### src/sv/scalar_kalman_filter_macros.svh
// assertion macros shared by the filter modules
// each macro samples on clk and is disabled while rst_n is low
`ifndef SCALAR_KALMAN_FILTER_MACROS_SVH
`define SCALAR_KALMAN_FILTER_MACROS_SVH

// same-cycle implication
`define SKF_ASSERT_NOW(lbl, ante, cons, msg) \
  lbl: assert property (@(posedge clk) disable iff (!rst_n) (ante) |-> (cons)) \
    else $error(msg);

// next-cycle implication
`define SKF_ASSERT_NEXT(lbl, ante, cons, msg) \
  lbl: assert property (@(posedge clk) disable iff (!rst_n) (ante) |=> (cons)) \
    else $error(msg);

`endif

### src/sv/skf_pkg.sv
package skf_pkg;

  // q16.16 limits
  localparam logic signed [31:0] Q_MAX = 32'sh7FFF_FFFF;
  localparam logic signed [31:0] Q_MIN = 32'sh8000_0000;
  localparam logic signed [31:0] Q_ONE = 32'sd65536;

  // reset values of the configuration registers
  localparam logic signed [31:0] STATE_GAIN_RST   = 32'sd65536;
  localparam logic signed [31:0] MEASURE_GAIN_RST = 32'sd65536;
  localparam logic [30:0]        PROC_NOISE_RST   = 31'd655;
  localparam logic [30:0]        MEAS_NOISE_RST   = 31'd65536;

  // gain divider: 32 bit magnitude shifted up by 16
  localparam int DIV_STEPS = 48;
  localparam int DIV_CNT_W = $clog2(DIV_STEPS);

  // configuration register indexes
  typedef enum logic [1:0] {
    REG_STATE_GAIN    = 2'd0,
    REG_MEASURE_GAIN  = 2'd1,
    REG_PROCESS_NOISE = 2'd2,
    REG_MEASURE_NOISE = 2'd3
  } skf_reg_t;

  // operand pair for the shared multiplier
  typedef enum logic [3:0] {
    MUL_NONE,
    MUL_A_E,
    MUL_A_P,
    MUL_T_A,
    MUL_H_PP,
    MUL_HP_H,
    MUL_H_EP,
    MUL_G_IN,
    MUL_G_H,
    MUL_OM_PP
  } skf_mul_t;

  // destination of the rounded product
  typedef enum logic [3:0] {
    WR_NONE,
    WR_EPRED,
    WR_T,
    WR_INNOV,
    WR_PPRED,
    WR_HP,
    WR_DEN,
    WR_EST,
    WR_OM,
    WR_COV
  } skf_wr_t;

  // controller to datapath
  typedef struct packed {
    skf_mul_t mul_sel;
    skf_wr_t  wr_sel;
    logic     in_load;
    logic     div_start;
    logic     gain_zero;
    logic     out_load;
  } skf_cmd_t;

  // datapath to controller
  typedef struct packed {
    logic den_pos;
    logic div_done;
  } skf_sts_t;

  // saturate a 33 bit sum to 32 bits
  function automatic logic signed [31:0] sat33(input logic signed [32:0] v);
    logic signed [31:0] r;
    if (v[32] != v[31]) begin
      r = v[32] ? Q_MIN : Q_MAX;
    end else begin
      r = v[31:0];
    end
    return r;
  endfunction

  // round half up a q32.32 product to q16.16 and saturate
  function automatic logic signed [31:0] qround(input logic signed [63:0] p);
    logic signed [63:0] s;
    logic signed [47:0] sh;
    logic signed [31:0] r;
    s  = p + 64'sd32768;
    sh = s[63:16];
    if ((sh[47:31] != {17{1'b0}}) && (sh[47:31] != {17{1'b1}})) begin
      r = sh[47] ? Q_MIN : Q_MAX;
    end else begin
      r = sh[31:0];
    end
    return r;
  endfunction

endpackage

### src/sv/scalar_kalman_filter.sv
// a word runs through the fixed multiply steps, plus the bit-serial gain divider when
//   the gain denominator is positive (otherwise the gain is zero and the result degenerate)
// one word at a time (in_ready only while idle); the shared multiplier and divider work in turn
// a result word waits in an output register, so the next input word is taken meanwhile
// reset (rst_n low, synchronous): registers back to A=1.0, H=1.0, Q=655, R=1.0,
//   estimate and covariance cleared, both channels idle
module scalar_kalman_filter (
  input  logic               clk,
  input  logic               rst_n,
  input  logic               in_valid,
  output logic               in_ready,
  input  logic signed [31:0] in_measurement,
  output logic               out_valid,
  input  logic               out_ready,
  output logic signed [31:0] out_filtered_value,
  output logic               out_degenerate,
  input  logic               cfg_we,
  input  logic [1:0]         cfg_index,
  input  logic [31:0]        cfg_wdata
);

  skf_pkg::skf_cmd_t cmd;
  skf_pkg::skf_sts_t sts;

  // sequencer
  skf_ctrl u_ctrl (
    .clk       (clk),
    .rst_n     (rst_n),
    .in_valid  (in_valid),
    .in_ready  (in_ready),
    .out_valid (out_valid),
    .out_ready (out_ready),
    .sts       (sts),
    .cmd       (cmd)
  );

  // arithmetic and state
  skf_dp u_dp (
    .clk                (clk),
    .rst_n              (rst_n),
    .cmd                (cmd),
    .sts                (sts),
    .cfg_we             (cfg_we),
    .cfg_index          (cfg_index),
    .cfg_wdata          (cfg_wdata),
    .in_measurement     (in_measurement),
    .out_filtered_value (out_filtered_value),
    .out_degenerate     (out_degenerate)
  );

endmodule

### src/sv/skf_div.sv
`include "scalar_kalman_filter_macros.svh"

module skf_div (
  input  logic                clk,
  input  logic                rst_n,
  input  logic                start,
  input  logic signed [31:0]  num,
  input  logic [30:0]         den,
  output logic                done,
  output logic signed [31:0]  quo
);

  logic                          busy_r;
  logic                          done_r;
  logic [skf_pkg::DIV_CNT_W-1:0] cnt_r;
  logic [30:0]                   rem_r;
  logic [30:0]                   den_r;
  logic [47:0]                   dq_r;
  logic                          neg_r;
  logic signed [31:0]            quo_r;

  logic [31:0]        mag;
  logic [31:0]        trial;
  logic               ge;
  logic [30:0]        rem_nxt;
  logic [47:0]        dq_nxt;
  logic               pos_ovf;
  logic               neg_ovf;
  logic signed [31:0] quo_nxt;

  // magnitude of the numerator
  assign mag = num[31] ? (~num + 32'd1) : num;

  // one restoring step per cycle
  always_comb begin
    trial   = {rem_r, dq_r[47]};
    ge      = trial >= {1'b0, den_r};
    rem_nxt = ge ? 31'(trial - {1'b0, den_r}) : trial[30:0];
    dq_nxt  = {dq_r[46:0], ge};
  end

  // sign and saturation of the final quotient
  always_comb begin
    pos_ovf = |dq_nxt[47:31];
    neg_ovf = (|dq_nxt[47:32]) || (dq_nxt[31] && (|dq_nxt[30:0]));
    if (neg_r) begin
      quo_nxt = neg_ovf ? skf_pkg::Q_MIN : (~dq_nxt[31:0] + 32'd1);
    end else begin
      quo_nxt = pos_ovf ? skf_pkg::Q_MAX : dq_nxt[31:0];
    end
  end

  // control
  always_ff @(posedge clk) begin
    if (!rst_n) begin
      busy_r <= 1'b0;
      done_r <= 1'b0;
      cnt_r  <= '0;
    end else begin
      done_r <= 1'b0;
      if (start) begin
        busy_r <= 1'b1;
        cnt_r  <= skf_pkg::DIV_CNT_W'(skf_pkg::DIV_STEPS - 1);
      end else if (busy_r) begin
        cnt_r <= cnt_r - 1'b1;
        if (cnt_r == '0) begin
          busy_r <= 1'b0;
          done_r <= 1'b1;
        end
      end
    end
  end

  // shift registers
  always_ff @(posedge clk) begin
    if (start) begin
      rem_r <= '0;
      dq_r  <= {mag, 16'd0};
      neg_r <= num[31];
      den_r <= den;
    end else if (busy_r) begin
      rem_r <= rem_nxt;
      dq_r  <= dq_nxt;
      if (cnt_r == '0) begin
        quo_r <= quo_nxt;
      end
    end
  end

  assign done = done_r;
  assign quo  = quo_r;

  `SKF_ASSERT_NOW(a_div_start_idle, start, !busy_r, "divider started while busy")
  `SKF_ASSERT_NEXT(a_div_done_idle, done_r, !done_r, "divider done held for two cycles")
  `SKF_ASSERT_NEXT(a_div_finish, busy_r && (cnt_r == '0), done_r && !busy_r, "divider did not finish")

endmodule

### src/sv/skf_dp.sv
module skf_dp (
  input  logic               clk,
  input  logic               rst_n,
  input  skf_pkg::skf_cmd_t  cmd,
  output skf_pkg::skf_sts_t  sts,
  input  logic               cfg_we,
  input  logic [1:0]         cfg_index,
  input  logic [31:0]        cfg_wdata,
  input  logic signed [31:0] in_measurement,
  output logic signed [31:0] out_filtered_value,
  output logic               out_degenerate
);

  // configuration
  logic signed [31:0] sg_r;
  logic signed [31:0] mg_r;
  logic [30:0]        qn_r;
  logic [30:0]        rn_r;

  // filter state
  logic signed [31:0] est_r;
  logic signed [31:0] cov_r;

  // step temporaries
  logic signed [31:0] z_r;
  logic signed [31:0] ep_r;
  logic signed [31:0] t_r;
  logic signed [31:0] in_r;
  logic signed [31:0] pp_r;
  logic signed [31:0] hp_r;
  logic signed [31:0] den_r;
  logic signed [31:0] om_r;
  logic signed [31:0] gain_r;
  logic               degen_r;
  logic signed [63:0] prod_r;
  logic signed [31:0] out_fv_r;
  logic               out_dg_r;

  logic signed [31:0] mul_a;
  logic signed [31:0] mul_b;
  logic signed [63:0] mul_p;
  logic signed [31:0] qm;
  logic               div_done;
  logic signed [31:0] div_quo;

  // configuration writes
  always_ff @(posedge clk) begin
    if (!rst_n) begin
      sg_r <= skf_pkg::STATE_GAIN_RST;
      mg_r <= skf_pkg::MEASURE_GAIN_RST;
      qn_r <= skf_pkg::PROC_NOISE_RST;
      rn_r <= skf_pkg::MEAS_NOISE_RST;
    end else if (cfg_we) begin
      unique case (skf_pkg::skf_reg_t'(cfg_index))
        skf_pkg::REG_STATE_GAIN:    sg_r <= cfg_wdata;
        skf_pkg::REG_MEASURE_GAIN:  mg_r <= cfg_wdata;
        skf_pkg::REG_PROCESS_NOISE: qn_r <= cfg_wdata[30:0];
        skf_pkg::REG_MEASURE_NOISE: rn_r <= cfg_wdata[30:0];
        default: ;
      endcase
    end
  end

  // operand select for the shared multiplier
  always_comb begin
    case (cmd.mul_sel)
      skf_pkg::MUL_A_E:   begin mul_a = sg_r;   mul_b = est_r; end
      skf_pkg::MUL_A_P:   begin mul_a = sg_r;   mul_b = cov_r; end
      skf_pkg::MUL_T_A:   begin mul_a = t_r;    mul_b = sg_r;  end
      skf_pkg::MUL_H_PP:  begin mul_a = mg_r;   mul_b = pp_r;  end
      skf_pkg::MUL_HP_H:  begin mul_a = hp_r;   mul_b = mg_r;  end
      skf_pkg::MUL_H_EP:  begin mul_a = mg_r;   mul_b = ep_r;  end
      skf_pkg::MUL_G_IN:  begin mul_a = gain_r; mul_b = in_r;  end
      skf_pkg::MUL_G_H:   begin mul_a = gain_r; mul_b = mg_r;  end
      skf_pkg::MUL_OM_PP: begin mul_a = om_r;   mul_b = pp_r;  end
      default:            begin mul_a = '0;     mul_b = '0;    end
    endcase
  end

  assign mul_p = mul_a * mul_b;

  // rounded product of the previous cycle
  assign qm = skf_pkg::qround(prod_r);

  // product register and temporaries
  always_ff @(posedge clk) begin
    if (cmd.in_load) begin
      z_r <= in_measurement;
    end
    if (cmd.mul_sel != skf_pkg::MUL_NONE) begin
      prod_r <= mul_p;
    end
    case (cmd.wr_sel)
      skf_pkg::WR_EPRED: ep_r  <= qm;
      skf_pkg::WR_T:     t_r   <= qm;
      skf_pkg::WR_INNOV: in_r  <= skf_pkg::sat33({z_r[31], z_r} - {qm[31], qm});
      skf_pkg::WR_PPRED: pp_r  <= skf_pkg::sat33({qm[31], qm} + {2'b00, qn_r});
      skf_pkg::WR_HP:    hp_r  <= qm;
      skf_pkg::WR_DEN:   den_r <= skf_pkg::sat33({qm[31], qm} + {2'b00, rn_r});
      skf_pkg::WR_OM:    om_r  <= skf_pkg::sat33({skf_pkg::Q_ONE[31], skf_pkg::Q_ONE}
                                                 - {qm[31], qm});
      default: ;
    endcase
    // gain and degenerate flag
    if (cmd.gain_zero) begin
      gain_r  <= '0;
      degen_r <= 1'b1;
    end else if (cmd.div_start) begin
      degen_r <= 1'b0;
    end
    if (div_done) begin
      gain_r <= div_quo;
    end
    // result word
    if (cmd.out_load) begin
      out_fv_r <= est_r;
      out_dg_r <= degen_r;
    end
  end

  // estimate and covariance
  always_ff @(posedge clk) begin
    if (!rst_n) begin
      est_r <= '0;
      cov_r <= '0;
    end else begin
      if (cmd.wr_sel == skf_pkg::WR_EST) begin
        est_r <= skf_pkg::sat33({ep_r[31], ep_r} + {qm[31], qm});
      end
      if (cmd.wr_sel == skf_pkg::WR_COV) begin
        cov_r <= qm[31] ? 32'sd0 : qm;
      end
    end
  end

  // gain divider
  skf_div u_div (
    .clk   (clk),
    .rst_n (rst_n),
    .start (cmd.div_start),
    .num   (hp_r),
    .den   (den_r[30:0]),
    .done  (div_done),
    .quo   (div_quo)
  );

  assign sts.den_pos  = !den_r[31] && (|den_r[30:0]);
  assign sts.div_done = div_done;

  assign out_filtered_value = out_fv_r;
  assign out_degenerate     = out_dg_r;

endmodule

### src/sv/skf_ctrl.sv
`include "scalar_kalman_filter_macros.svh"

module skf_ctrl (
  input  logic              clk,
  input  logic              rst_n,
  input  logic              in_valid,
  output logic              in_ready,
  output logic              out_valid,
  input  logic              out_ready,
  input  skf_pkg::skf_sts_t sts,
  output skf_pkg::skf_cmd_t cmd
);

  typedef enum logic [4:0] {
    ST_IDLE,
    ST_MUL_AE,
    ST_MUL_AP,
    ST_MUL_HE,
    ST_MUL_TA,
    ST_PP,
    ST_MUL_HPP,
    ST_HP,
    ST_MUL_HPH,
    ST_DEN,
    ST_CHK,
    ST_DIV,
    ST_MUL_GI,
    ST_MUL_GH,
    ST_OM,
    ST_MUL_OMPP,
    ST_COV,
    ST_OUT
  } state_t;

  state_t state_r;
  state_t state_nxt;
  logic   out_valid_r;
  logic   out_free;

  assign out_free = !out_valid_r || out_ready;

  // step sequence and commands
  always_comb begin
    state_nxt     = state_r;
    cmd           = '0;
    cmd.mul_sel   = skf_pkg::MUL_NONE;
    cmd.wr_sel    = skf_pkg::WR_NONE;
    unique case (state_r)
      ST_IDLE: begin
        cmd.in_load = in_valid;
        if (in_valid) state_nxt = ST_MUL_AE;
      end
      ST_MUL_AE: begin
        cmd.mul_sel = skf_pkg::MUL_A_E;
        state_nxt   = ST_MUL_AP;
      end
      ST_MUL_AP: begin
        cmd.mul_sel = skf_pkg::MUL_A_P;
        cmd.wr_sel  = skf_pkg::WR_EPRED;
        state_nxt   = ST_MUL_HE;
      end
      ST_MUL_HE: begin
        cmd.mul_sel = skf_pkg::MUL_H_EP;
        cmd.wr_sel  = skf_pkg::WR_T;
        state_nxt   = ST_MUL_TA;
      end
      ST_MUL_TA: begin
        cmd.mul_sel = skf_pkg::MUL_T_A;
        cmd.wr_sel  = skf_pkg::WR_INNOV;
        state_nxt   = ST_PP;
      end
      ST_PP: begin
        cmd.wr_sel = skf_pkg::WR_PPRED;
        state_nxt  = ST_MUL_HPP;
      end
      ST_MUL_HPP: begin
        cmd.mul_sel = skf_pkg::MUL_H_PP;
        state_nxt   = ST_HP;
      end
      ST_HP: begin
        cmd.wr_sel = skf_pkg::WR_HP;
        state_nxt  = ST_MUL_HPH;
      end
      ST_MUL_HPH: begin
        cmd.mul_sel = skf_pkg::MUL_HP_H;
        state_nxt   = ST_DEN;
      end
      ST_DEN: begin
        cmd.wr_sel = skf_pkg::WR_DEN;
        state_nxt  = ST_CHK;
      end
      ST_CHK: begin
        if (sts.den_pos) begin
          cmd.div_start = 1'b1;
          state_nxt     = ST_DIV;
        end else begin
          cmd.gain_zero = 1'b1;
          state_nxt     = ST_MUL_GI;
        end
      end
      ST_DIV: begin
        if (sts.div_done) state_nxt = ST_MUL_GI;
      end
      ST_MUL_GI: begin
        cmd.mul_sel = skf_pkg::MUL_G_IN;
        state_nxt   = ST_MUL_GH;
      end
      ST_MUL_GH: begin
        cmd.mul_sel = skf_pkg::MUL_G_H;
        cmd.wr_sel  = skf_pkg::WR_EST;
        state_nxt   = ST_OM;
      end
      ST_OM: begin
        cmd.wr_sel = skf_pkg::WR_OM;
        state_nxt  = ST_MUL_OMPP;
      end
      ST_MUL_OMPP: begin
        cmd.mul_sel = skf_pkg::MUL_OM_PP;
        state_nxt   = ST_COV;
      end
      ST_COV: begin
        cmd.wr_sel = skf_pkg::WR_COV;
        state_nxt  = ST_OUT;
      end
      ST_OUT: begin
        if (out_free) begin
          cmd.out_load = 1'b1;
          state_nxt    = ST_IDLE;
        end
      end
      default: state_nxt = ST_IDLE;
    endcase
  end

  // state and result valid
  always_ff @(posedge clk) begin
    if (!rst_n) begin
      state_r     <= ST_IDLE;
      out_valid_r <= 1'b0;
    end else begin
      state_r <= state_nxt;
      if (cmd.out_load) begin
        out_valid_r <= 1'b1;
      end else if (out_ready) begin
        out_valid_r <= 1'b0;
      end
    end
  end

  assign in_ready  = (state_r == ST_IDLE);
  assign out_valid = out_valid_r;

  `SKF_ASSERT_NOW(a_div_needs_den, cmd.div_start, sts.den_pos, "divide started on zero den")
  `SKF_ASSERT_NOW(a_no_overwrite, cmd.out_load, out_free, "result word overwritten")
  `SKF_ASSERT_NEXT(a_one_at_a_time, in_valid && in_ready, !in_ready, "second word taken")

endmodule

### config.mk
export PLATFORM = sky130hd
export DESIGN_NAME = scalar_kalman_filter
export DESIGN_NICKNAME = d
export VERILOG_FILES = /design/src/sv/skf_pkg.sv /design/src/sv/scalar_kalman_filter.sv /design/src/sv/skf_div.sv /design/src/sv/skf_dp.sv /design/src/sv/skf_ctrl.sv
export VERILOG_INCLUDE_DIRS = /design/src /design/src/sv
export SDC_FILE = /design/constraint.sdc
export NUM_CORES = 2
export LEC_CHECK = 0
export BUFFER_PORTS_ARGS = -buffer_cell sky130_fd_sc_hd__buf_2
export CAP_MARGIN = 30
export CORE_MARGIN = 3
export CORE_UTILIZATION = 60
export CTS_CLUSTER_DIAMETER = 30
export DETAILED_ROUTE_END_ITERATION = 10
export PLACE_DENSITY = 0.76
export RECOVER_POWER = 100
export SYNTH_ARGS = -nofsm -noshare
export SYNTH_HDL_FRONTEND = slang
export SYNTH_SLANG_ARGS = --single-unit
### constraint.sdc
create_clock -name clk -period 15.4 [get_ports clk]
set_input_delay 3.08 -clock clk [delete_from_list [all_inputs] [get_ports clk]]
set_output_delay 3.08 -clock clk [all_outputs]
set_load 0.01 [all_outputs]
# After elaboration in Yosys (flattened, before gate mapping)
# Index checks and enable logic that the tools add are counted.
classes:
  reduce_logical: 32
  n_lt_le_gt_ge: 1
  n_eq_ne: 47
  bitwise: 5
  addsub: 10
  multipliers: 1
  n_mux: 45
ops:
  columns: ["operator", "count"]
  rows:
  - ["32-bit two-way mux", 18]
  - ["32-bit one-hot mux with 7 select lines", 1]
  - ["32-bit one-hot mux with 6 select lines", 1]
  - ["32-bit by 32-bit adder with 33-bit output", 3]
  - ["48-bit two-way mux", 2]
  - ["5-bit one-hot mux with 18 select lines", 1]
  - ["4-bit one-hot mux with 9 select lines", 2]
  - ["32-bit by 1-bit adder with 32-bit output (second input constant)", 2]
  - ["64-bit by 17-bit adder with 64-bit output (second input constant)", 1]
  - ["32-bit by 32-bit multiplier with 64-bit output", 1]
  - ["32-bit inverter", 2]
  - ["31-bit two-way mux", 2]
  - ["31-bit OR reduction", 2]
  - ["5-bit by 4-bit == test with 1-bit output (second input constant)", 8]
  - ["18-bit by 32-bit subtractor with 33-bit output (first input constant)", 1]
  - ["32-bit by 32-bit subtractor with 33-bit output", 1]
  - ["4-bit by 3-bit == test with 1-bit output (second input constant)", 8]
  - ["32-bit by 31-bit >= comparator with 1-bit output", 1]
  - ["31-bit subtractor", 1]
  - ["5-bit by 3-bit == test with 1-bit output (second input constant)", 4]
  - ["17-bit != test (second input constant)", 1]
  - ["17-bit nonzero test", 1]
  - ["17-bit OR reduction", 1]
  - ["4-bit by 2-bit == test with 1-bit output (second input constant)", 4]
  - ["30 further kinds", 72]
totals:
  input_bits: 71
  out_inout_bits: 35
  elab_cells: 172
  regBits: 733

# Longest topological paths before layout
logic_depth:
  ltp_word: 7
  mapped_depth: 40
  mapped_depth_nobuf: 35

# Cells and area by module
# A second synthesis with hierarchy kept.
hier_totals:
  hier_cells: 7719
  hier_area_um2: 74168.6
modules_own_cells:
  columns: ["module", "area_each_um2", "instances", "cells_each", "seq_area_each_um2"]
  rows:
  - ["skf_dp", 64842.2, 1, 6728, 14914.3]
  - ["skf_div", 8692.1, 1, 908, 3983.8]
  - ["skf_ctrl", 634.4, 1, 83, 120.1]

# Least setup slack after synthesis
# No wires, ideal clock.
synth_timing:
  path_kind: "reg-to-reg"
  from: "reg u_ctrl.state_r[2]"
  to: "reg u_dp.prod_r[62] (data pin)"
  stages_incl_launch_ff: 36
  n_path_buf: 5
  period_less_slack_ns: 10.633
  slack_ns: 4.767
  t_required_ns: 15.138
  arrival_ns: 10.371
  setup_ns: 0.262
  path_cell_list: "dfxtp_1 clkbuf_1 buf_1 nand2_1 nor2_1 clkbuf_1 clkbuf_1 a22oi_1 nand3_1 clkbuf_1 nand2_1 inv_1 fa_1 fa_1 fa_1 fa_1 inv_1 fa_1 inv_1 fa_1 inv_1 fa_1 inv_1 fa_1 ha_1 and2_1 or2_2 a21o_1 a21o_1 a21oi_1 nor2b_1 o21ai_0 nand2b_1 nor3_1 a21oi_1 xor2_1"
synth_via:
  elab_chain_len: 6
  word_cells_on_any_way: 27
  cone_classes: "mul (1); eq/ne (18); mux (3); reduce/logical (5)"
synth_lines:
  columns: ["element", "line", "rtl"]
  rows:
  - ["start, declared", "skf_ctrl.sv:35", "state_t state_r;"]
  - ["start signal, assigned", "skf_ctrl.sv:141", "state_r <= state_nxt;"]
  - ["5-bit by 4-bit == test with 1-bit output (tied with other cells)", "skf_ctrl.sv:48", "unique case (state_r)"]
  - ["4-bit one-hot mux with 9 select lines (*)", "skf_ctrl.sv:48", null]
  - ["4-bit by 3-bit == test with 1-bit output (tied with other cells)", "skf_dp.sv:66", "case (cmd.mul_sel)"]
  - ["2-bit OR reduction (no source line)", null, null]
  - ["32-bit one-hot mux with 7 select lines or 32-bit one-hot mux with 6 select lines (tied branches)", "skf_dp.sv:66", null]
  - ["32-bit by 32-bit multiplier with 64-bit output (*)", "skf_dp.sv:80", "assign mul_p = mul_a * mul_b;"]
  - ["via u_dp.mul_p[62]", "skf_dp.sv:41", "logic signed [63:0] mul_p;"]
  - ["end signal, assigned", "skf_dp.sv:91", "prod_r <= mul_p;"]
  - ["end, declared", "skf_dp.sv:35", "logic signed [63:0] prod_r;"]
# The timed path passes the listed nets; every way through them passes the cells marked *.
# A chain may end at the register's enable or synchronous reset.

# Worst setup path after layout
layout_timing:
  from: "reg u_dp.prod_r[15]"
  to: "reg u_dp.pp_r[8] (data pin)"
layout_via:
  elab_chain_len: 7
  word_cells_on_any_way: 10
  cone_classes: "add/sub (2); eq/ne (2); mux (4); reduce/logical (2)"
layout_lines:
  columns: ["element", "line", "rtl"]
  rows:
  - ["64-bit by 17-bit adder with 64-bit output (*)", "skf_pkg.sv:86", "s = p + 64'sd32768;"]
  - ["17-bit != test or 17-bit nonzero test (tied branches)", "skf_pkg.sv:88", "if ((sh[47:31] != {17{1'b0}}) && (sh[47:31] != {17{1'b1}})) begin"]
  - ["1-bit logical AND", "skf_pkg.sv:88", null]
  - ["32-bit two-way mux (*)", "skf_pkg.sv:88", null]
  - ["via u_dp.qm[0]", "skf_dp.sv:42", "logic signed [31:0] qm;"]
  - ["32-bit by 32-bit adder with 33-bit output (*)", "skf_dp.sv:97", "skf_pkg::WR_PPRED: pp_r <= skf_pkg::sat33({qm[31], qm} + {2'b00, qn_r});"]
  - ["32-bit two-way mux or 1-bit != test (tied branches)", "skf_pkg.sv:74, skf_pkg.sv:73", null]
  - ["32-bit two-way mux (*)", "skf_pkg.sv:73", "if (v[32] != v[31]) begin"]
  - ["end signal, assigned", "skf_dp.sv:97", null]
  - ["end, declared", "skf_dp.sv:29", "logic signed [31:0] pp_r;"]
# Marks and branches as above.

==> results.toml <==
[clocking]
root_buffer = "clkbuf_16"
cts.sinks = 717
cts_tree = "built"
clk_pin_slew_ns = 0.05
cts_resized = 0
clock_latency_ns = 0.78
numCtsBuffers = 150
htreeDepth = 4
clock_path_buffers = 3
ctsHoldBuffers = 0
postCtsSetupBuffers = 0

[synthesis]
syn-num-nets = 9489
ys_seq_area_frac = 0.254
ys_types = 97
synth_ff_type = "edfxtp_1"
synth_area_um2 = 74800
yosys_warnings = 0
netlist_instances = 7988
synth_edf_count = 466
synth-seq-cells = 717
synth_area_per_cell_um2 = 9.37
async_flop_share = 0

[sta]
tns_ns = 0
setup_viol = 0
period_share = 0.871
skew_ns = 0.0320
max_freq_ghz = 0.0745
worst_pin_slew_ns = 4.44
slew-limit-headroom = -1.96
drv_slew = 948
rsz0062_at_grt = "false"
fin_ws_ns = 1.98
hold_viol_final = 0
period_needed_ns = 13.42

[worst_hold_path]
min_from = "u_dp.den_r[10]"
hold_path_class = "register to register"

[status]
status = "finished, violations left"
violations = "max-capacitance violations, max-slew violations"

[pwr]
ir_drop_uv = 113
p_per_area_nw_per_um2 = 85.5
power_w = 0.00708
leakage_nw = 36.6

[worst_setup_path]
crit_buf_inv = 6
crit_type = "register to register"
startpoint_type = "register"
worst_setup_path_end_kind = "register"
cp.arrival_ns = 13.87
crit_start = "u_dp.prod_r[15]"
critPathTopFamily = "compound AO/OA/AOI/OAI gates"
crit_required_ns = 15.85
critPathMaxFanout = 65
r2r-start = "u_dp.prod_r[15]"
critical-path-max-stage-delay_ns = 1.25
slowest_stage = "clkbuf_1"

[place]
portBuffers = 105
gp_congestion = 1.04
dp.cells = 9487
pre_cts_ws_ns = 3.74
dpl.hpwl_um = 194000

[die]
rows = 128
dieWidth_um = 359
die_area_um2 = 129000
fp.dieH_um = 359
start_util = 0.609
coreArea_um2 = 123000
ios = 106

[drt]
initialDrtViolationCount = 8068
drc = 0
vias = 61500
ant_nets = 0
drt_wl_total_um = 260000
first_pass_iters = 6
post_drt_wl_per_cell_um = 26.5
via_per_inst = 6.29

[final_layout]
drive_above_1_share = 0.0741
largest_register_ffs = 49
regMostFlops = "u_dp.prod_r"
stdcell_count = 9786
final_cell_mix = "1179 x inv_1, 1099 x nand2_1, 1086 x fa_1"
layout.nets = 9522
syn_to_final_growth_pct = 10.6
reg_top3 = "u_dp.prod_r x49, u_dp.u_div.dq_r x48"
layout_commonest_cell = "inv_1"

[global_route]
antenna_found_initial = 17
grt.total_usage = 0.405
grt_max_degree = 103
grt_pass1_wl_um = 389000
grt_pass1_vias = 61900
grt_overflow = 0

[flow_run]
maxCapViolCount = 25
==> worst paths after layout <==
kind | slack, ns | depth (start not counted) | end
min reg2reg | 0.44 | 0 | u_dp.u_div.den_r[10]
min | 0.44 | 0 | u_dp.u_div.den_r[10]
max | 1.98 | 30 | u_dp.pp_r[8]
max reg2reg | 1.98 | 30 | u_dp.pp_r[8]
==> logic make-up after synthesis <==
group	share of synthesized area
DFF	0.254
adders and majority gates	0.353
xor gates and xnor gates	0.0321
muxes	0.00861
AOI/OAI and AO/OA	0.123
buffers and inverters	0.0800
and+or+nand+nor	0.149
==> Yosys cell counts (all sizes together), types with 54 or more instances <==
master  number  area share
inv       1178       0.059
a211oi      76      0.0078
nand2     1101       0.055
nand4       54      0.0049
ha         344       0.058
a21boi     138       0.014
xor2       123       0.014
xnor2      151       0.018
a211o       57      0.0067
a22oi      118       0.012
nand3      125      0.0084
clkbuf     364       0.018
nor2       722       0.036
nor2b       78      0.0065
a21oi      284       0.019
edfxtp     466        0.19
a21o        88      0.0088
nand2b      58      0.0048
nor3        69      0.0047
fa        1086        0.29
dfxtp      251       0.067
and2        82      0.0069
o21ai      280       0.019
==> stage by stage <==
stage | utilization | area, um^2 | hold WS [ns]
after floorplan | - | 74800 | 0.409
after global placement | 0.631 | 77600 | 0.435
after detailed placement | 0.633 | 77800 | 0.439
after CTS | 0.676 | 83000 | 0.443
after global routing | 0.674 | 82800 | 0.445
final | 0.674 | 82800 | 0.444
==> worst register-to-register path, delay by kind of cell, from the launching register on <==
family,cells,cell delay (ns)
buf+inv,6,3.94
compound gates,12,4.45
fa+ha+maj,3,1.17
simple gates,9,3.02
flops,1,0.50
==> per-layer routing <==
layer | global-route usage | routed length [um]
met5 | 0 | 154
met4 | 0.215 | 16500
met3 | 0.144 | 38400
met2 | 0.581 | 109000
met1 | 0.540 | 95800
==> power breakdown <==
| part | total, W | switching, W | internal (W) |
|---|---|---|---|
| logic | 0.00152 | 0.00101 | 0.000505 |
| clock network | 0.00332 | 0.00122 | 0.00210 |
| registers | 0.00224 | 0.0000755 | 0.00217 |
| total | 0.00708 | 0.00231 | 0.00477 |
==> layout make-up <==
cell class	instances	area, um^2
inverter	1181	4430
clock inverter	121	1410
timing repair buffer	285	1780
fill	9596	40000
multi-input combinational	5686	50300
clock buffer	160	3850
tap	1625	2030
sequential	717	19000
antenna	11	27.5
No activity file was read; power rests on OpenSTA's default activity.
